File: config.mk
export PLATFORM = sky130hd
export DESIGN_NAME = dsd_queue
export DESIGN_NICKNAME = d
export VERILOG_FILES = /design/src/design/dsd_pkg.sv /design/src/design/dsd_queue.sv
export SDC_FILE = /design/constraint.sdc
export NUM_CORES = 1
export LEC_CHECK = 0
export ABC_AREA = 1
export BUFFER_PORTS_ARGS = -buffer_cell sky130_fd_sc_hd__clkbuf_2
export CAP_MARGIN = 20
export CORE_MARGIN = 2
export CORE_UTILIZATION = 45
export DETAILED_ROUTE_END_ITERATION = 6
export HOLD_SLACK_MARGIN = 0.1
export PLACE_DENSITY_LB_ADDON = 0.08
export SYNTH_ARGS = -nofsm -noshare
export SYNTH_HDL_FRONTEND = slang
export SYNTH_SLANG_ARGS = --single-unit
File: constraint.sdc
create_clock -name clk -period 7.02 [get_ports clk]
set_input_delay 1.053 -clock clk [delete_from_list [all_inputs] [get_ports clk]]
set_output_delay 1.053 -clock clk [all_outputs]
set_load 0.05 [all_outputs]
File: src/design/dsd_pkg.sv
`timescale 1ns / 1ps
`default_nettype none
// ----------------------------------------------------------------------------
// dsd_pkg: shared types and constants of the 3D diffusion stencil
// Grid size, delay line geometry, the job record passed from front to back,
// the weight set and the configuration register indexes.
// ----------------------------------------------------------------------------
package dsd_pkg;

  // Grid size in cells.
  localparam int GRID_X = 64;
  localparam int GRID_Y = 64;
  localparam int GRID_Z = 64;

  localparam int PLANE_CELLS = GRID_X * GRID_Y;

  // The delay line is built from two long and two short RAM delays plus two registers.
  localparam int LONG_DEPTH  = PLANE_CELLS - GRID_X - 1;
  localparam int SHORT_DEPTH = GRID_X - 2;
  localparam int LONG_AW     = (LONG_DEPTH > 1) ? $clog2(LONG_DEPTH) : 1;
  localparam int SHORT_AW    = (SHORT_DEPTH > 1) ? $clog2(SHORT_DEPTH) : 1;

  // Coordinate and fill counter widths.
  localparam int XW = $clog2(GRID_X);
  localparam int YW = $clog2(GRID_Y);
  localparam int ZW = $clog2(GRID_Z);
  localparam int IW = $clog2(PLANE_CELLS + 1);

  // Job queue between front and back.
  localparam int QDEPTH = 4;
  localparam int QAW    = 2;

  localparam int VW = 32;

  // Operands of one stencil evaluation, edge substitution already applied.
  typedef struct packed {
    logic signed [VW-1:0] c;
    logic signed [VW-1:0] e;
    logic signed [VW-1:0] w;
    logic signed [VW-1:0] n;
    logic signed [VW-1:0] s;
    logic signed [VW-1:0] t;
    logic signed [VW-1:0] b;
    logic                 last;
  } job_t;

  // Queue status seen by front and back.
  typedef struct packed {
    logic full;
    logic empty;
  } q_stat_t;

  typedef struct packed {
    logic signed [VW-1:0] east;
    logic signed [VW-1:0] west;
    logic signed [VW-1:0] north;
    logic signed [VW-1:0] south;
    logic signed [VW-1:0] top;
    logic signed [VW-1:0] bottom;
    logic signed [VW-1:0] centre;
  } weights_t;

  typedef enum logic [2:0] {
    CFG_EAST   = 3'd0,
    CFG_WEST   = 3'd1,
    CFG_NORTH  = 3'd2,
    CFG_SOUTH  = 3'd3,
    CFG_TOP    = 3'd4,
    CFG_BOTTOM = 3'd5,
    CFG_CENTRE = 3'd6
  } cfg_idx_t;

  localparam logic signed [VW-1:0] CENTRE_RESET = 32'sh4000_0000;

endpackage
`default_nettype wire

File: src/design/dsd_queue.sv
`timescale 1ns / 1ps
`default_nettype none
// ----------------------------------------------------------------------------
// dsd_queue: short job FIFO between front and back
// Lets the intake keep taking requests while the arithmetic is stalled.
// ----------------------------------------------------------------------------
module dsd_queue
  import dsd_pkg::*;
(
  input  wire logic clk,
  input  wire logic rst_n,
  input  wire logic push,
  input  wire job_t push_job,
  input  wire logic pop,
  output job_t      head,
  output q_stat_t   stat
);

  job_t           slots [QDEPTH];
  logic [QAW-1:0] wr_r, wr_nxt;
  logic [QAW-1:0] rd_r, rd_nxt;
  logic [QAW:0]   cnt_r, cnt_nxt;

  assign head       = slots[rd_r];
  assign stat.full  = (cnt_r == (QAW+1)'(QDEPTH));
  assign stat.empty = (cnt_r == '0);

  always_ff @(posedge clk) begin
    if (push) begin
      slots[wr_r] <= push_job;
    end
  end

  // Pointer and occupancy update.
  always_comb begin
    wr_nxt  = push ? wr_r + 1'b1 : wr_r;
    rd_nxt  = pop ? rd_r + 1'b1 : rd_r;
    cnt_nxt = cnt_r + (QAW+1)'(push) - (QAW+1)'(pop);
  end

  always_ff @(posedge clk) begin
    if (!rst_n) begin
      wr_r  <= '0;
      rd_r  <= '0;
      cnt_r <= '0;
    end else begin
      wr_r  <= wr_nxt;
      rd_r  <= rd_nxt;
      cnt_r <= cnt_nxt;
    end
  end

endmodule
`default_nettype wire

[After elaboration in Yosys (flattened, before gate mapping)]
Memory sizes are Yosys's and may differ from the RTL's. A register that Yosys moved wholly into a read port is not among the register bits.
Cells that the tools add are included.
Word-level totals
  RAM bits: 900
  output and inout port bits: 227
  memories kept: 1
  flip-flop bits (word level): 7
Memory list
  slots: words 4, width 225, rd ports 1, clocked after Yosys merged registers in 1, write ports 1, RTL line dsd_queue.sv:19  | job_t slots [QDEPTH];
Operators by class
  muxes and demuxes: 4
  equality and inequality tests: 1
  reductions and logical operators: 1
  $add $sub $neg: 4
Operators with widths (count)
  adder 2 x 1 -> 2 bit (second input constant): 2
  two-way mux 2 bit: 2
  adder 3 x 1 -> 3 bit: 1
  == test 3 bit (second input constant): 1
  zero test 3 bit: 1
  subtractor 3 x 1 -> 3 bit: 1
  two-way mux 1 bit: 2

[Logic depth before layout (Yosys ltp)]
Gate-level depths: netlist (run 1).
  depth after elaboration: 3
  mapped depth: 8
  gate-level depth less buffers: 8

[Worst setup path before layout (run 1)]
No wires, ideal clock.
  kind: in2reg
  from: input port push
  to: memory slots[2][0] (netlist name), enable pin
  cell stages on the path: 2
  path buffers: 0
  data required time: 6.444 ns
  arrival: 5.403 ns
  setup time: 0.576 ns
  path slack: 1.041 ns
  cell sequence: nand2_1 -> inv_1
On the way
  longest elaborated chain between the ends: 2
Ends and longest elaborated chain
  start: declaration: RTL line dsd_queue.sv:12  | input wire logic push,
  two-way mux 1 bit: RTL line dsd_queue.sv:29  | if (push) begin
  two-way mux 1 bit (implied by the code): RTL line dsd_queue.sv:30  | slots[wr_r] <= push_job;
  end: declaration: RTL line dsd_queue.sv:19
Every way passes these cells.

==> results.py, run 1 <==
metrics = {
    "final_layout": {
        "fill_cells": 6630,
        "final_cell_mix": "edfxtp_1 (900), inv_1 (461), nand2_1 (460)",
        "instances_no_fill": 4220,
        "drive_gt1_share_pct": 18.8,
        "final_common_cell": "edfxtp_1",
        "final_util_pct": 52.7,
        "syn2layout_area_growth_pct": 16.2,
        "final_nets": 3333,
    },
    "floorplanning": {
        "design.die.area_um2": 81700,
        "die_h_um": 286,
        "die_w_um": 286,
        "io_pins": 456,
        "fp.coreArea_um2": 78700,
        "num_rows": 103,
        "initial_utilization_pct": 45.4,
    },
    "clock_tree": {
        "path_clk_slew_ps": 50,
        "cts_buffer_depth": 3,
        "cts_sinks": 909,
        "cts_buffers": 94,
        "worstSkewPairLatency_ps": 630,
        "holdBufCountCts": 0,
        "cts_resized": 0,
        "h-tree-depth": 3,
        "root_buffer": "clkbuf_16",
        "postCtsSetupBuffers": 0,
        "cts_tree": "done",
    },
    "worst_setup_path": {
        "crit_type": "flop to output port",
        "startpoint_type": "flop",
        "arrival_ps": 3130,
        "worstPathRequired_ps": 5970,
        "end_kind": "output port",
        "critPathMaxFanout": 252,
    },
    "sta": {
        "fmax_ghz": 0.239,
        "rsz0062_at_grt": "no",
        "drv_slew": 0,
        "slew_headroom_pct": 13.5,
        "min_period_ps": 4180,
        "finalHoldViolations": 0,
        "setup_violations": 0,
        "setup_tns_ps": 0,
        "worst_pin_slew_ps": 1300,
        "fin_ws_ps": 2840,
        "skew_ps": 10.8,
        "post-route-period-util_pct": 59.6,
        "whs_ps": 455,
    },
    "placement": {
        "post-place-ws_ps": 3520,
        "dp.cells": 4051,
        "port_buffers": 455,
        "dp_hpwl_um": 43700,
        "gp_congestion": 0.749,
    },
    "drt": {
        "viasPerCell": 4.93,
        "first_pass_iters": 5,
        "via_count": 20800,
        "wire_per_inst_um": 17.9,
        "drt_drc_violations_left": 0,
        "drtAntennaViolNets": 0,
        "wl_um": 75600,
        "drt_iter0_markers": 1069,
    },
    "global_route": {
        "grt_usage_pct": 18.3,
        "overflow": 0,
        "grt_pass1_vias": 20300,
        "grt_pass1_wl_um": 115000,
        "grt_start_max_net_pins": 286,
        "antenna_found_initial": 14,
    },
    "logic_synthesis": {
        "synthTopCellsByArea": "edfxtp_1 (76%), inv_1 (4.9%), nand2_1 (4.8%)",
        "ys_seq_area_share_pct": 76.1,
        "synth_area_um2": 35700,
        "synth_seq_cells": 909,
        "syn-num-nets": 2916,
        "synthCells": 2680,
        "avgSynthCellArea_um2": 13.3,
        "yosysUniqueCellTypes": 19,
        "synthDominantCellAreaShare_pct": 75.6,
        "yosys.area.top_type": "edfxtp_1",
        "yosysWarnings": 0,
    },
    "status": {
        "status": "complete, no violations",
    },
    "power_and_ir_drop": {
        "power.density_nw_per_um2": 304,
        "vdd_ir_drop_max_mv": 0.225,
        "p_leak_nw": 16.1,
    },
    "hold_path": {
        "hold_path.class": "flop to flop",
    },
    "flow_run": {
        "maxCapViolations": 0,
    },
}
-- worst paths after layout --
check / start / endpoint / slack, ps / cells after the start
setup / recovery: flop / head[78] / 2840 / 4
hold / removal: rd_r[1] / flop / 460 / 2
setup reg to reg: wr_r[1] / slots[1][167] / 4320 / 5
hold reg to reg: rd_r[1] / flop / 460 / 2
-- cells in the mapped netlist --
cell type / n
buf_4: 17
edfxtp_1: 900
clkbuf_2: 5
o21ai_1: 40
buf_6: 28
clkbuf_1: 9
nand3_1: 1
nand2_1: 460
o211ai_1: 225
buf_1: 1
nor2_1: 2
inv_1: 465
buf_2: 90
o21ai_0: 189
fa_1: 1
nor3_1: 1
a21oi_1: 231
ha_1: 6
dfxtp_1: 9
-- power breakdown --
group          switching (mW)  internal [mW]  total [mW]
Sequential             0.0583           6.22        6.27
Combinational            1.31          0.335        1.64
Clock                    1.95           2.74        4.69
-- registers in the layout, indices dropped and copies added, names as in the netlist, named ones only --
| name | cells |
|---|---|
| cnt_r | 3 |
| rd_r | 2 |
| slots | 900 |
| wr_r | 2 |
-- layout make-up --
cell class / instances / area [um2] / area share [%]
inverter: 465 / 1780 / 4.28
sequential: 909 / 27200 / 65.5
multi-input combinational: 1156 / 5830 / 14.0
tap: 1050 / 1310 / 3.16
timing repair buffer: 471 / 2500 / 6.01
clock inverter: 44 / 429 / 1.03
clock buffer: 119 / 2450 / 5.89
antenna: 6 / 15.0 / 0.0362
-- routing by layer --
metal | track usage, % | vias up | wire (um)
met1 | 22.0 | 10000 | 30200
li1 | - | 10200 | -
met5 | 0 | - | 133
met4 | 6.01 | 20 | 1850
met2 | 31.5 | 425 | 38000
met3 | 5.56 | 126 | 5440
-- stage by stage --
step                      total power, mW  area (um2)
after detailed placement             8.06       38600
final                                12.6       41500
after CTS                            12.8       41500
after floorplan                      7.61       35700
after global routing                 13.1       41500
after global placement               8.03       38600
-- worst max-delay path, cell delays in order, from the launching register on --
cell,delay (ps)
dfxtp_4,810
buf_12,610
o21ai_0,240
nand2_1,150
clkbuf_2,290
-- cell families (layout without fill, tap and decap cells) --
family / after synthesis / count (layout) / synth area share, %
flip-flops: 909 / 909 / 76.1
AO/OA/AOI/OAI: 685 / 685 / 11.2
buffers and inverters: 615 / 1099 / 7.56
AND/OR/NAND/NOR: 464 / 464 / 4.88
adder cells (fa/ha/maj): 7 / 7 / 0.266
other: 0 / 6 / 0
No activity file was read; power rests on OpenSTA's default activity.
==> run 2: changes to the inputs <==
- clock period: 7.02 -> 3.35 ns (I/O delays scaled with it)
==> results.py, run 2 (same netlist as run 1, synthesis figures left out) <==
metrics = {
    "global_route": {
        "grt_pass1_vias": 21700,
        "antenna_found_initial": 13,
        "overflow": 0,
        "grt_pass1_wl_um": 123000,
        "grt_start_max_net_pins": 155,
        "grt_usage_pct": 19.4,
    },
    "final_layout": {
        "largest_reg_flops": 900,
        "largest_register": "slots",
        "final_nets": 3610,
        "final_common_cell": "edfxtp_1",
        "drive_gt1_share_pct": 19.0,
        "syn2layout_area_growth_pct": 24.6,
        "final_cell_mix": "edfxtp_1 (900), inv_1 (459), nand2_1 (457)",
        "largestRegisters": "slots (900), cnt_r (3)",
        "instances_no_fill": 4510,
    },
    "sta": {
        "fmax_ghz": 0.337,
        "finalHoldViolations": 0,
        "min_period_ps": 2970,
        "skew_ps": 27.5,
        "setup_tns_ps": 0,
        "rsz0062_at_grt": "no",
        "slew_headroom_pct": 40.2,
        "drv_slew": 0,
        "post-route-period-util_pct": 88.5,
        "setup_violations": 0,
        "worst_pin_slew_ps": 897,
        "whs_ps": 237,
    },
    "worst_setup_path": {
        "startpoint_type": "flop",
        "crit_type": "flop to output port",
        "cp.depth": 5,
        "critical_path.most_common_cell": "buf_12",
        "critPathTopFamily": "buffers and inverters",
        "crit_chain": "buf_12 -> buf_12 -> o211ai_1 -> nand2_1 -> clkbuf_2",
        "worstPathRequired_ps": 2850,
        "end_kind": "output port",
        "critPathMaxFanout": 36,
        "arrival_ps": 2460,
        "r2r_cells": 5,
        "cp_num_buf_inv": 3,
        "cp_slowest_cell": "dfxtp_4",
        "cpPeakStageDelay_ps": 640,
    },
    "clock_tree": {
        "worstSkewPairLatency_ps": 650,
        "cts_sinks": 909,
        "h-tree-depth": 3,
        "root_buffer": "clkbuf_16",
        "path_clk_slew_ps": 50,
        "postCtsSetupBuffers": 0,
        "cts_buffers": 98,
        "cts_buffer_depth": 3,
        "cts_tree": "done",
        "cts_resized": 0,
    },
    "drt": {
        "via_count": 22100,
        "drt_drc_violations_left": 0,
        "wire_per_inst_um": 17.8,
        "wl_um": 80100,
        "drtAntennaViolNets": 0,
        "viasPerCell": 4.90,
        "drt_iter0_markers": 1161,
        "first_pass_iters": 5,
    },
    "flow_run": {
        "maxCapViolations": 0,
    },
    "floorplanning": {
        "initial_utilization_pct": 45.4,
        "die_h_um": 286,
        "die_w_um": 286,
        "io_pins": 456,
        "num_rows": 103,
        "design.die.area_um2": 81700,
        "fp.coreArea_um2": 78700,
    },
    "placement": {
        "port_buffers": 455,
        "dp.cells": 4097,
        "dp_hpwl_um": 49700,
        "gp_congestion": 0.787,
    },
    "power_and_ir_drop": {
        "power.density_nw_per_um2": 609,
        "p_leak_nw": 17.4,
        "vdd_ir_drop_max_mv": 0.502,
    },
    "status": {
        "status": "complete, no violations",
    },
    "hold_path": {
        "hold_path.class": "input port to flop",
        "hold_depth": 3,
    },
}
[run 2: changes by cell type in the layout (fill, tap and decap cells not counted), sizes merged, moves of 6 or more]
cell and change:
dlygate4sd3 +227, buf +47, clkbuf +12, clkinvlp +6
[run 2: path summary, 6_finish.rpt]
kind,startpoint,to,slack [ps]
worst max-delay path,flop,head[52],380
worst min-delay path,push,wr_r[0],240
worst max register to register,wr_r[1],slots[1][114],1330
worst min register to register,rd_r[1],flop,460
[run 2: layout make-up]
type                    count  area, um2
inverters                 465       1760
clock buffers             132       2600
well taps                1050       1310
diodes                      8       20.0
flip-flops and latches    909      27200
fillers                  6410      34200
clock inverters            46        439
repair buffers            744       5330
multi-input cells        1156       5850
[run 2: per-layer routing]
layer	vias to the layer above	GRT usage, %	wire length [um]
met5	-	0	63
met4	10	6.53	2140
met3	150	4.51	4780
met2	521	32.7	39200
met1	10600	24.9	33900
li1	10800	-	-
[run 2: through the flow]
stage / util [%] / power (mW) / setup WS, ps / cell area [um2]
3_5_place_dp: 49.8 / 17.0 / 1020 / 39200
5_1_grt: 56.5 / 28.2 / 185 / 44500
3_3_place_gp: 49.8 / 16.9 / 1040 / 39200
2_1_floorplan: - / 15.9 / -1010 / 35800
4_1_cts: 56.5 / 27.5 / 314 / 44500
6_report: 56.5 / 27.1 / 384 / 44500
[run 2: power breakdown]
| group | total, mW | internal (mW) | switching [mW] | leakage (nW) |
|---|---|---|---|---|
| logic | 3.80 | 0.945 | 2.86 | 7.57 |
| registers | 13.1 | 13.0 | 0.119 | 8.34 |
| clock network | 10.2 | 5.92 | 4.26 | 1.47 |
[run 2: what timing repair did]
action                                  in CTS  in global routing
endpoints found under the hold margin      904                  0
endpoints found under the setup margin       0                  0
hold buffers                               227                  0
[run 2: tightest hold or removal path: stages]
cell and delay, ps:
clkbuf_2 150, inv_1 120, a21oi_1 70
